### src/tei_pkg.sv
// shared types and constants of the tree ensemble scorer
// no dependencies
package tei_pkg;

	localparam int MAX_TREES_DEF      = 64;
	localparam int NODES_PER_TREE_DEF = 256;
	localparam int FEATURE_COUNT_DEF  = 64;
	localparam int MAX_WALK_DEF       = 16;

	localparam int CFG_INDEX_W = 8;
	localparam int CFG_DATA_W  = 32;
	localparam int PRED_W      = 48;

	localparam logic [30:0] DEFAULT_STEP_RST = 31'd6554;

	typedef enum logic [1:0] {
		REQ_WR_NODE = 2'd0,
		REQ_WR_STEP = 2'd1,
		REQ_WR_FEAT = 2'd2,
		REQ_EVAL    = 2'd3
	} req_t;

	typedef enum logic [CFG_INDEX_W-1:0] {
		REG_INIT_PRED = 8'd0,
		REG_DEF_STEP  = 8'd1,
		REG_TREES     = 8'd2,
		REG_MISS_EN   = 8'd3
	} cfg_reg_t;

	typedef struct packed {
		req_t        op;
		logic [5:0]  tree;
		logic [7:0]  node;
		logic [5:0]  feat;
		logic [31:0] data;
		logic [31:0] leaf;
		logic [7:0]  left;
		logic [7:0]  right;
		logic        is_leaf;
		logic        dleft;
		logic        missing;
	} cmd_t;

	typedef struct packed {
		logic        dleft;
		logic        is_leaf;
		logic [5:0]  feat;
		logic [7:0]  right;
		logic [7:0]  left;
		logic [31:0] leafv;
		logic [31:0] split;
	} node_t;

	typedef struct packed {
		logic [31:0] base_score;
		logic [30:0] def_step;
		logic [6:0]  trees;
		logic        miss_en;
	} cfg_t;

endpackage

### src/tei_if.sv
// channel interfaces of the tree ensemble scorer: request, result, config write
// depends on tei_pkg
interface tei_req_if;
	logic        valid;
	logic        ready;
	logic [1:0]  req_type;
	logic [5:0]  tree_index;
	logic [7:0]  node_index;
	logic [5:0]  feature_index;
	logic [31:0] data_value;
	logic [31:0] leaf_data;
	logic [7:0]  left_node;
	logic [7:0]  right_node;
	logic        node_is_leaf;
	logic        miss_left;
	logic        value_is_missing;

	modport source (output valid, req_type, tree_index, node_index, feature_index,
		data_value, leaf_data, left_node, right_node, node_is_leaf, miss_left,
		value_is_missing, input ready);
	modport sink (input valid, req_type, tree_index, node_index, feature_index,
		data_value, leaf_data, left_node, right_node, node_is_leaf, miss_left,
		value_is_missing, output ready);
endinterface


### src/tei_front.sv
// request front end: takes request transfers, drops out-of-range writes, queues commands
// depends on tei_pkg and tei_if
module tei_front #(
	parameter int MAX_TREES      = tei_pkg::MAX_TREES_DEF,
	parameter int NODES_PER_TREE = tei_pkg::NODES_PER_TREE_DEF,
	parameter int FEATURE_COUNT  = tei_pkg::FEATURE_COUNT_DEF
) (
	input  logic            clk,
	input  logic            arst_n,
	tei_req_if.sink         req,
	output tei_pkg::cmd_t   cmd,
	output logic            cmd_valid,
	input  logic            cmd_pop
);

	tei_pkg::cmd_t in_cmd;
	logic          keep;
	logic          push;

	tei_pkg::cmd_t ent_q [2];
	logic          wr_ptr_q;
	logic          rd_ptr_q;
	logic [1:0]    cnt_q;

	always_comb begin
		in_cmd.op      = tei_pkg::req_t'(req.req_type);
		in_cmd.tree    = req.tree_index;
		in_cmd.node    = req.node_index;
		in_cmd.feat    = req.feature_index;
		in_cmd.data    = req.data_value;
		in_cmd.leaf    = req.leaf_data;
		in_cmd.left    = req.left_node;
		in_cmd.right   = req.right_node;
		in_cmd.is_leaf = req.node_is_leaf;
		in_cmd.dleft   = req.miss_left;
		in_cmd.missing = req.value_is_missing;
	end

	// writes aimed outside the stores are accepted and forgotten
	always_comb begin
		case (in_cmd.op)
			tei_pkg::REQ_WR_NODE: keep = (32'(in_cmd.tree) < MAX_TREES) &&
				(32'(in_cmd.node) < NODES_PER_TREE);
			tei_pkg::REQ_WR_STEP: keep = 32'(in_cmd.tree) < MAX_TREES;
			tei_pkg::REQ_WR_FEAT: keep = 32'(in_cmd.feat) < FEATURE_COUNT;
			default:              keep = 1'b1;
		endcase
	end

	assign req.ready = (cnt_q != 2'd2);
	assign push      = req.valid && req.ready && keep;
	assign cmd       = ent_q[rd_ptr_q];
	assign cmd_valid = (cnt_q != 2'd0);

	always_ff @(posedge clk) begin
		if (push) begin
			ent_q[wr_ptr_q] <= in_cmd;
		end
	end

	always_ff @(posedge clk or negedge arst_n) begin
		if (!arst_n) begin
			wr_ptr_q <= 1'b0;
			rd_ptr_q <= 1'b0;
			cnt_q    <= 2'd0;
		end else begin
			if (push) begin
				wr_ptr_q <= !wr_ptr_q;
			end
			if (cmd_pop) begin
				rd_ptr_q <= !rd_ptr_q;
			end
			case ({push, cmd_pop})
				2'b10:   cnt_q <= cnt_q + 2'd1;
				2'b01:   cnt_q <= cnt_q - 2'd1;
				default: cnt_q <= cnt_q;
			endcase
		end
	end

endmodule

### src/flat_wrapper.sv
// flat-port wrapper written by rule: the top's interface ports become plain ports
module tei_front_flat 
#(
	parameter int MAX_TREES      = tei_pkg::MAX_TREES_DEF,
	parameter int NODES_PER_TREE = tei_pkg::NODES_PER_TREE_DEF,
	parameter int FEATURE_COUNT  = tei_pkg::FEATURE_COUNT_DEF
)
  (clk, arst_n, cmd, cmd_valid, cmd_pop, req_valid, req_req_type, req_tree_index, req_node_index, req_feature_index, req_data_value, req_leaf_data, req_left_node, req_right_node, req_node_is_leaf, req_miss_left, req_value_is_missing, req_ready);
  tei_req_if req_i ();
  input  logic clk;
  input  logic arst_n;
  output tei_pkg::cmd_t cmd;
  output logic cmd_valid;
  input  logic cmd_pop;
  input wire logic [$bits(req_i.valid)-1:0] req_valid;
  input wire logic [$bits(req_i.req_type)-1:0] req_req_type;
  input wire logic [$bits(req_i.tree_index)-1:0] req_tree_index;
  input wire logic [$bits(req_i.node_index)-1:0] req_node_index;
  input wire logic [$bits(req_i.feature_index)-1:0] req_feature_index;
  input wire logic [$bits(req_i.data_value)-1:0] req_data_value;
  input wire logic [$bits(req_i.leaf_data)-1:0] req_leaf_data;
  input wire logic [$bits(req_i.left_node)-1:0] req_left_node;
  input wire logic [$bits(req_i.right_node)-1:0] req_right_node;
  input wire logic [$bits(req_i.node_is_leaf)-1:0] req_node_is_leaf;
  input wire logic [$bits(req_i.miss_left)-1:0] req_miss_left;
  input wire logic [$bits(req_i.value_is_missing)-1:0] req_value_is_missing;
  output wire logic [$bits(req_i.ready)-1:0] req_ready;
  assign req_i.valid = req_valid;
  assign req_i.req_type = req_req_type;
  assign req_i.tree_index = req_tree_index;
  assign req_i.node_index = req_node_index;
  assign req_i.feature_index = req_feature_index;
  assign req_i.data_value = req_data_value;
  assign req_i.leaf_data = req_leaf_data;
  assign req_i.left_node = req_left_node;
  assign req_i.right_node = req_right_node;
  assign req_i.node_is_leaf = req_node_is_leaf;
  assign req_i.miss_left = req_miss_left;
  assign req_i.value_is_missing = req_value_is_missing;
  assign req_ready = req_i.ready;
  tei_front #(.MAX_TREES(MAX_TREES), .NODES_PER_TREE(NODES_PER_TREE), .FEATURE_COUNT(FEATURE_COUNT)) u_core (.clk(clk), .arst_n(arst_n), .req(req_i), .cmd(cmd), .cmd_valid(cmd_valid), .cmd_pop(cmd_pop));
endmodule
### config.mk
export PLATFORM = sky130hd
export DESIGN_NAME = tei_front_flat
export DESIGN_NICKNAME = d
export VERILOG_FILES = /design/src/tei_pkg.sv /design/src/tei_if.sv /design/src/tei_front.sv /design/src/flat_wrapper.sv
export SDC_FILE = /design/constraint.sdc
export NUM_CORES = 1
export LEC_CHECK = 0
export BUFFER_PORTS_ARGS = -buffer_cell sky130_fd_sc_hd__clkbuf_2
export CAP_MARGIN = 20
export CORE_MARGIN = 8
export CORE_UTILIZATION = 45
export CTS_CLUSTER_DIAMETER = 150
export DETAILED_ROUTE_END_ITERATION = 10
export PLACE_DENSITY = 0.79
export RECOVER_POWER = 100
export REMOVE_ABC_BUFFERS = 1
export SETUP_SLACK_MARGIN = 0.4
export SYNTH_ARGS = -nofsm -noshare
export SYNTH_HDL_FRONTEND = slang
export SYNTH_SLANG_ARGS = --single-unit
### constraint.sdc
create_clock -name clk -period 14.47 [get_ports clk]
set_input_delay 2.1705 -clock clk [delete_from_list [all_inputs] [get_ports clk]]
set_output_delay 2.1705 -clock clk [all_outputs]
set_load 0.02 [all_outputs]
==> results of run 1 <==
==> report_power, final <==
| part | internal (uW) | total [uW] | switching, uW |
|---|---|---|---|
| Clock | 358 | 572 | 213 |
| Sequential | 861 | 920 | 58.9 |
| Combinational | 220 | 621 | 401 |
==> layer usage <==
| layer | share of wire (%) | wire, um |
|---|---|---|
| met5 | 0 | 0 |
| met4 | 1.8 | 288 |
| met3 | 9.4 | 1460 |
| met2 | 50 | 7780 |
| met1 | 39 | 6090 |
==> final cells by class <==
type / instances / area [um2] / share of cell area [%]
timing repair buffer: 219 / 918 / 9.53
clock buffer: 25 / 583 / 6.05
sequential: 214 / 6410 / 66.5
tap: 225 / 282 / 2.92
clock inverter: 14 / 163 / 1.69
multi-input combinational: 117 / 1280 / 13.3
==> path summary, 6_finish.rpt <==
kind                                       endpoint  slack, ns  cells after the start
worst max-delay path                        cmd[89]       6.76                      3
worst min-delay path                u_core.cnt_q[1]       0.51                      1
worst max register to register  u_core.ent_q[1][93]       9.23                      3
worst min register to register      u_core.cnt_q[1]       0.51                      1
max in group asynchronous           u_core.cnt_q[1]      12.77                      1
min in group asynchronous           u_core.wr_ptr_q       1.51                      1
==> metrics by stage <==
step	std cells	hold WS, ns	cell area [um2]	util (%)	setup slack [ns]
2_1_floorplan	331	0.456	7830	-	7.26
3_3_place_gp	775	0.472	9230	53.5	9.98
3_5_place_dp	775	0.489	9230	53.5	9.92
4_1_cts	814	0.510	9970	57.9	9.38
5_1_grt	814	0.518	9640	55.9	6.39
6_report	814	0.511	9640	55.9	6.76
==> flip-flops by register name, indices dropped and copies added (netlist names) <==
signal           flops
u_core.wr_ptr_q      1
u_core.rd_ptr_q      1
u_core.ent_q       210
u_core.cnt_q         2
==> synth_stat cells (all sizes together) <==
cell    instances
dfrtp           4
nand2           1
buf            12
ha              1
nor2            2
mux2          105
xor2            2
nand2b          1
and3            1
or2             1
edfxtp        210
xnor2           3
==> worst max-delay path: cells and delay by family (launching register included) <==
| family | cells | cell delay, ns |
|---|---|---|
| buf+inv | 2 | 2.69 |
| flops | 1 | 1.73 |
| mux | 1 | 0.51 |
==> cell families after synthesis <==
group	synth area share, %
flops	80.9
mux	16.8
buf+inv	1.23
simple gates	0.379
xor+xnor	0.553
fa+ha+maj	0.158
==> impl_metrics.csv, run 1 <==
group,metric,value,unit
grt,grt_usage,13.5,%
sta,period_share,53.3,%
grt,grtUsageMet1,15.7,%
clock_network,cts_made_buffers,22,
grt,antenna_found_initial,0,
worst_setup_path,critPathSlowestCell,"clkbuf_1",
sta,hold_viol,0,
worst_setup_path,cp.arrival,5.54,ns
placement,dp_hpwl,10.8,mm
synthesis,yosysUniqueCellTypes,14,
clock_network,post_cts_buffers,0,
power,p_total,2110,uW
worst_setup_path,critPathLaunchType,"register",
power,max-vdd-ir-drop,0.182,mV
grt,use_met3,5.23,%
clock_network,postCtsHoldBufs,0,
synthesis,synth_warnings,0,
routing,via_per_inst,4.83,
clock_network,clk_path_buf_depth,3,
synthesis,synth_top_area_share,79.6,%
grt,grt_util_met2,22.8,%
worst_setup_path,path_common_cell,"clkbuf_1",
clock_network,cts_tree,"built",
die,die_y,149,um
routing,post-route-drc-count,0,
flow_run,cap_viol_max_count,6,
layout,n_fill_cell,1412,
outcome,violations,"capacitance limit, slew limit",
clock_network,clock_latency,0.48,ns
synthesis,synth_top_cell_by_area,"edfxtp_1",
routing,drt-total-wl,15.6,mm
clock_network,cts_sinks,214,
clock_network,clkTransAtPathRegs,0.06,ns
worst_hold_path,hp-class,"register to register",
sta,skew,0.00459,ns
sta,period_minus_slack,7.71,ns
grt,grt-ovfl-total,0,
die,die_x,149,um
routing,drt_iter0_markers,145,
clock_network,cts_resized,0,
synthesis,ys_seq_area_share,80.9,%
worst_setup_path,max_stage_delay,2.41,ns
die,coreArea,17200,um2
sta,fmax,130,MHz
layout,final_common_cell,"edfxtp_1",
power,power_leakage,0.00332,uW
layout,num-nets-final,684,
worst_setup_path,r2r-start,"u_core.cnt_q[0]",
sta,slew_viol_final,324,
die,pin_count,216,
sta,worstMarginPinSlew,3.31,ns
layout,mostFrequentLayoutCells,"edfxtp_1 (210), clkbuf_1 (143), clkbuf_2 (77)",
synthesis,synth_area_leaders,"edfxtp_1 (80%), mux2_2 (9.2%), mux2_4 (7.6%)",
grt,grt_pass1_vias,4365,
worst_setup_path,critPathCaptureType,"output port",
placement,io_buffers,215,
power,power.density,219,nW/um2
worst_hold_path,hp-start,"u_core.cnt_q[1]",
die,rows,48,
sta,max_slew_margin,-121,%
synthesis,ys_ff_latch,214,
worst_setup_path,worst-setup-path-type,"register to output port",
grt,grt_pass1_wl,23.6,mm
routing,vias,3931,
outcome,status,"complete, but fails checks",
synthesis,syn_inst,343,
routing,post_drt_wl_per_cell,19.2,um
worst_setup_path,worst-path-max-fanout,58,
worst_setup_path,cp.required,12.30,ns
routing,dr.pass1.iters,4,
layout,area_growth,21.6,%
sta,setup_viol_count_final,0,
die,dieArea,22100,um2
sta,tns,0,ns
clock_network,htreeDepth,1,
clock_network,cts_root_buffer,"clkbuf_16",
die,start_util,46.0,%
synthesis,avgSynthCellArea,23.1,um2
sta,rsz0062_at_grt,"no",
grt,grt_start_max_net_pins,59,
grt,grt.busiest_layer,"met2",
layout,drive_above_1_share,29.2,%
routing,ant_nets,0,
synthesis,syn_area,7920,um2
placement,gp_congestion,0.695,
layout,antenna_cells,0,
worst_setup_path,path_cells,"clkbuf_1 -> mux2_2 -> clkbuf_1",
worst_setup_path,critPathLaunch,"u_core.rd_ptr_q",
(Power assumes the default switching activity.)
==> inputs of run 2 (changes only) <==
clock period = 7.5 ns   (was 14.47 ns; I/O delays follow)
==> run 2 against run 1 <==
  * The run still ends with capacitance limit, slew limit left
  * Global-route usage about the same
  * Clock power up 78%
  * Sequential share of layout area up 0.43 points
  * Clock-buffer cell count up 2
  * Via count about the same
  * Sequential cell count unchanged
  * Clock skew up 0.0010 ns
  * Critical endpoint unchanged
==> impl_metrics.csv, run 2 (same netlist as run 1, synthesis figures left out) <==
group,metric,value,unit
outcome,violations,"capacitance limit, slew limit",
die,start_util,46.0,%
sta,slew_viol_final,265,
worst_setup_path,rr_worst_depth,4,
clock_network,cts_resized,0,
worst_setup_path,cp.arrival,4.20,ns
clock_network,cts_sinks,214,
layout,area_growth,20.8,%
worst_setup_path,worst-path-max-fanout,58,
clock_network,cts_tree,"built",
sta,skew,0.00560,ns
layout,num-nets-final,683,
worst_setup_path,critPathCaptureType,"output port",
worst_setup_path,worst-setup-path-type,"register to output port",
clock_network,postCtsHoldBufs,0,
routing,drt_iter0_markers,140,
routing,ant_nets,0,
worst_setup_path,r2r-start,"u_core.cnt_q[0]",
sta,max_slew_margin,-119,%
routing,post_drt_wl_per_cell,19.1,um
layout,largest_reg_flops,210,
die,dieArea,22100,um2
layout,largest-register,"u_core.ent_q",
layout,drive_above_1_share,29.1,%
worst_setup_path,reg2reg_to,"u_core.ent_q[0][68]",
layout,final_cells,812,
layout,final_common_cell,"edfxtp_1",
flow_run,cap_viol_max_count,5,
sta,setup_viol_count_final,0,
layout,utilization,55.5,%
worst_setup_path,critPathLaunchType,"register",
sta,tns,0,ns
placement,gp_congestion,0.695,
die,die_y,149,um
power,power_leakage,0.00329,uW
routing,dr.pass1.iters,5,
sta,worstMarginPinSlew,3.28,ns
layout,n_fill_cell,1424,
routing,via_per_inst,4.84,
sta,hold_viol,0,
sta,period_minus_slack,5.33,ns
placement,place_inst,775,
die,rows,48,
grt,grt_pass1_vias,4460,
grt,antenna_found_initial,0,
placement,dp_hpwl,10.7,mm
grt,grt-ovfl-total,0,
worst_setup_path,cp.required,6.38,ns
power,power.density,415,nW/um2
grt,grt_start_max_net_pins,59,
sta,fmax,188,MHz
grt,grt_usage,13.5,%
die,pin_count,216,
routing,vias,3930,
placement,io_buffers,215,
die,coreArea,17200,um2
clock_network,clock_latency,0.48,ns
clock_network,post_cts_buffers,0,
worst_setup_path,r2r_setup_slack,3.83,ns
clock_network,htreeDepth,1,
clock_network,cts_root_buffer,"clkbuf_16",
sta,rsz0062_at_grt,"no",
layout,mostFrequentLayoutCells,"edfxtp_1 (210), clkbuf_1 (146), clkbuf_2 (74)",
clock_network,clk_path_buf_depth,3,
routing,post-route-drc-count,0,
die,die_x,149,um
layout,reg_top3,"u_core.ent_q (210), u_core.cnt_q (2)",
clock_network,cts_made_buffers,21,
routing,drt-total-wl,15.5,mm
clock_network,clkTransAtPathRegs,0.06,ns
power,max-vdd-ir-drop,0.274,mV
worst_hold_path,hp-class,"input port to async pin",
layout,antenna_cells,0,
outcome,status,"complete, but fails checks",
grt,grt_pass1_wl,23.6,mm
sta,period_share,71.0,%
## run 2: critical path, cell delays in order (launching register included)
cell      delay [ns]
dfrtp_1         1.67
clkbuf_2        1.30
mux2_2          0.44
clkbuf_1        0.19
## run 2: cell type report
type                       count  area (um2)  share of cell area [%]
clock buffer                  27         588                    6.14
multi-input combinational    117        1280                    13.4
tap                          225         282                    2.94
timing repair buffer         219         918                    9.59
sequential                   214        6410                    66.9
clock inverter                10        96.3                    1.01
## run 2: worst max-delay path by stage
| stage | start | end | slack, ns | cells after the start |
|---|---|---|---|---|
| 2_1_floorplan | req_valid | u_core.ent_q[0][0] | 1.34 | 2 |
| 3_3_place_gp | u_core.rd_ptr_q | cmd[24] | 4.05 | 3 |
| 3_5_place_dp | u_core.rd_ptr_q | cmd[94] | 4.00 | 3 |
| 4_1_cts | u_core.rd_ptr_q | cmd[94] | 3.46 | 3 |
| 5_1_grt | u_core.rd_ptr_q | cmd[94] | 1.87 | 3 |
| 6_report | u_core.rd_ptr_q | cmd[89] | 2.17 | 3 |
## run 2: metal layers
layer  wire, um  global-route usage, %
met4        314                   3.98
met5          0                      0
met3       1370                   4.50
met1       6020                   15.5
met2       7790                   23.5
## run 2: per-stage QoR
stage                     area [um2]  hold WS, ns  power, uW  worst slack, ns
after detailed placement        9230        0.492       3130             4.00
after global placement          9230        0.472       3090             4.05
after CTS                       9910        0.425       4170             3.46
after global routing            9570        0.478       4160             1.87
after floorplan                 7830        0.456       2750             1.34
final                           9570        0.482       3970             2.17
## run 2: power breakdown
group	internal (uW)	switching [uW]
registers	1650	110
clock network	619	405
logic	415	770
==> inputs of run 3 (changes only) <==
PLACE_DENSITY = 0.82   (was 0.79)
clock period = 4.31 ns   (was 7.5 ns; I/O delays follow)
==> run 3 against run 2 <==
  * The flow still finishes with violations (capacitance limit, slew limit)
  * Via count increased by 0.53%
  * Sequential share of layout area down 0.73 points
  * Setup slack worse by 1.1 ns
  * First-iteration DRC count grew 26%
  * Cell area grew 1.2%
  * Hold slack worse by 0.13 ns
  * Register-to-register slack worse by 2.7 ns
  * Sequential cell count unchanged
  * Sequential power grew 76%
  * Critical path type is now register to register
  * Critical endpoint is now u_core.ent_q[0][69]
==> impl_metrics.csv, run 3 (same netlist as run 1, synthesis figures left out) <==
group,metric,value,unit
grt,antenna_found_initial,1,
worst_hold_path,hp-start,"req_right_node[4]",
clock_network,post_cts_buffers,0,
worst_setup_path,r2r_setup_slack,1.09,ns
die,coreArea,17200,um2
sta,period_minus_slack,3.22,ns
grt,grt_start_max_net_pins,63,
layout,drive_above_1_share,29.2,%
clock_network,cts_sinks,214,
clock_network,cts_made_buffers,22,
worst_hold_path,hold_path_depth,1,
worst_setup_path,r2r-start,"u_core.cnt_q[0]",
clock_network,cts_tree,"built",
placement,place_inst,776,
power,max-vdd-ir-drop,0.564,mV
sta,skew,0.00599,ns
layout,num-nets-final,686,
sta,fin_ws,1.09,ns
layout,final_cells,818,
routing,via_per_inst,4.83,
layout,finalInstanceArea,9690,um2
grt,grt_usage,13.5,%
grt,grt_pass1_vias,4359,
clock_network,clk_path_buf_depth,3,
worst_setup_path,worst-path-max-fanout,46,
routing,post-route-drc-count,0,
sta,worstMarginPinSlew,2.62,ns
sta,hold_viol,0,
worst_setup_path,rr_worst_depth,4,
grt,grt-ovfl-total,0,
layout,seqCellArea,6410,um2
worst_setup_path,reg2reg_to,"u_core.ent_q[0][69]",
layout,reg_top3,"u_core.ent_q (210), u_core.cnt_q (2)",
layout,final_common_cell,"edfxtp_1",
die,die_x,149,um
clock_network,htreeDepth,1,
outcome,status,"complete, but fails checks",
routing,ant_nets,0,
layout,largest_reg_flops,210,
die,rows,48,
power,power_leakage,0.00332,uW
layout,multi_input_area,1370,um2
sta,max_slew_margin,-74.7,%
placement,dp_hpwl,10.9,mm
sta,slew_viol_final,107,
clock_network,cts_root_buffer,"clkbuf_16",
outcome,violations,"capacitance limit, slew limit",
worst_setup_path,cp.required,4.35,ns
placement,dp_slack,1.64,ns
sta,period_share,74.6,%
die,die_y,149,um
layout,n_fill_cell,1389,
grt,grt_pass1_wl,23.6,mm
layout,mostFrequentLayoutCells,"edfxtp_1 (210), clkbuf_1 (172), mux2_2 (63)",
sta,setup_viol_count_final,0,
die,pin_count,216,
placement,place_area,9250,um2
worst_setup_path,critPathLaunchType,"register",
die,dieArea,22100,um2
sta,tns,0,ns
routing,vias,3951,
routing,post_drt_wl_per_cell,19.2,um
layout,utilization,56.2,%
routing,dr.pass1.iters,5,
worst_setup_path,cp.arrival,3.26,ns
routing,drt-total-wl,15.7,mm
routing,drt_iter0_markers,177,
worst_hold_path,hp-class,"input port to register",
layout,area_growth,22.3,%
clock_network,clock_latency,0.48,ns
sta,rsz0062_at_grt,"no",
placement,io_buffers,215,
worst_setup_path,critPathCaptureType,"register",
clock_network,clkTransAtPathRegs,0.06,ns
power,power.density,724,nW/um2
flow_run,cap_viol_max_count,2,
sta,fmax,311,MHz
worst_hold_path,min_to,"u_core.ent_q[0][7]",
placement,gp_congestion,0.786,
worst_setup_path,worst-setup-path-type,"register to register",
die,start_util,46.0,%
layout,largest-register,"u_core.ent_q",
[run 3: cell count changes in the layout (fill, tap and decap cells not counted), moves of 2 or more]
cell / before / now
mux2_2: 60 / 63
clkinv_2: 5 / 3
clkbuf_8: 4 / 0
mux2_4: 2 / 24
clkbuf_1: 146 / 172
mux2_1: 43 / 18
clkbuf_16: 21 / 23
clkinv_1: 3 / 5
clkbuf_2: 74 / 51
[run 3: what timing repair did]
action | 4_1_cts | 5_1_grt
resized for setup | 0 | 0
endpoints found under the hold margin | 4 | 0
hold buffers | 1 | 0
[run 3: critical path, stage by stage (launching register included)]
cell and delay [ns]:
dfrtp_1 0.41, nand2b_1 0.20, nand2_1 0.16, nor2_4 0.11, clkbuf_1 1.86
[run 3: worst max-delay path by stage]
stage / from / endpoint / slack (ns) / cells after the start
after floorplan: u_core.cnt_q[0] / u_core.ent_q[0][0] / -1.43 / 3
after global placement: u_core.rd_ptr_q / cmd[27] / 1.69 / 3
after global routing: u_core.cnt_q[0] / u_core.ent_q[0][10] / 0.86 / 4
after detailed placement: u_core.rd_ptr_q / cmd[4] / 1.64 / 3
after CTS: u_core.rd_ptr_q / cmd[27] / 1.11 / 3
final: u_core.cnt_q[0] / u_core.ent_q[0][69] / 1.09 / 4
[run 3: final cells by class]
cell class                 count  area share, %
clock buffer                  28           6.14
clock inverter                12           1.14
sequential                   214           66.2
multi-input combinational    117           14.2
tap                          225           2.91
timing repair buffer         221           9.46
antenna                        1         0.0258
[run 3: per-layer routing]
layer / global-route usage [%] / wire [um] / vias up
met3: 4.68 / 1390 / 24
li1: - / - / 1828
met1: 15.9 / 6160 / 1943
met4: 4.18 / 342 / 0
met2: 22.9 / 7810 / 156
met5: 0 / 0 / -
[run 3: through the flow]
stage               hold slack [ns]  power, uW
floorplan                     0.351       4790
CTS                           0.330       7290
detailed placement            0.458       5470
global route                  0.328       7330
finish                        0.352       7010
global placement              0.455       5390
[run 3: power by group]
part	leakage [uW]	internal, uW	total, uW	switching (uW)
Sequential	0.00200	2870	3100	233
Combinational	0.000980	778	2100	1320
Clock	0.000341	1090	1810	720
Total	0.00332	4740	7010	2270
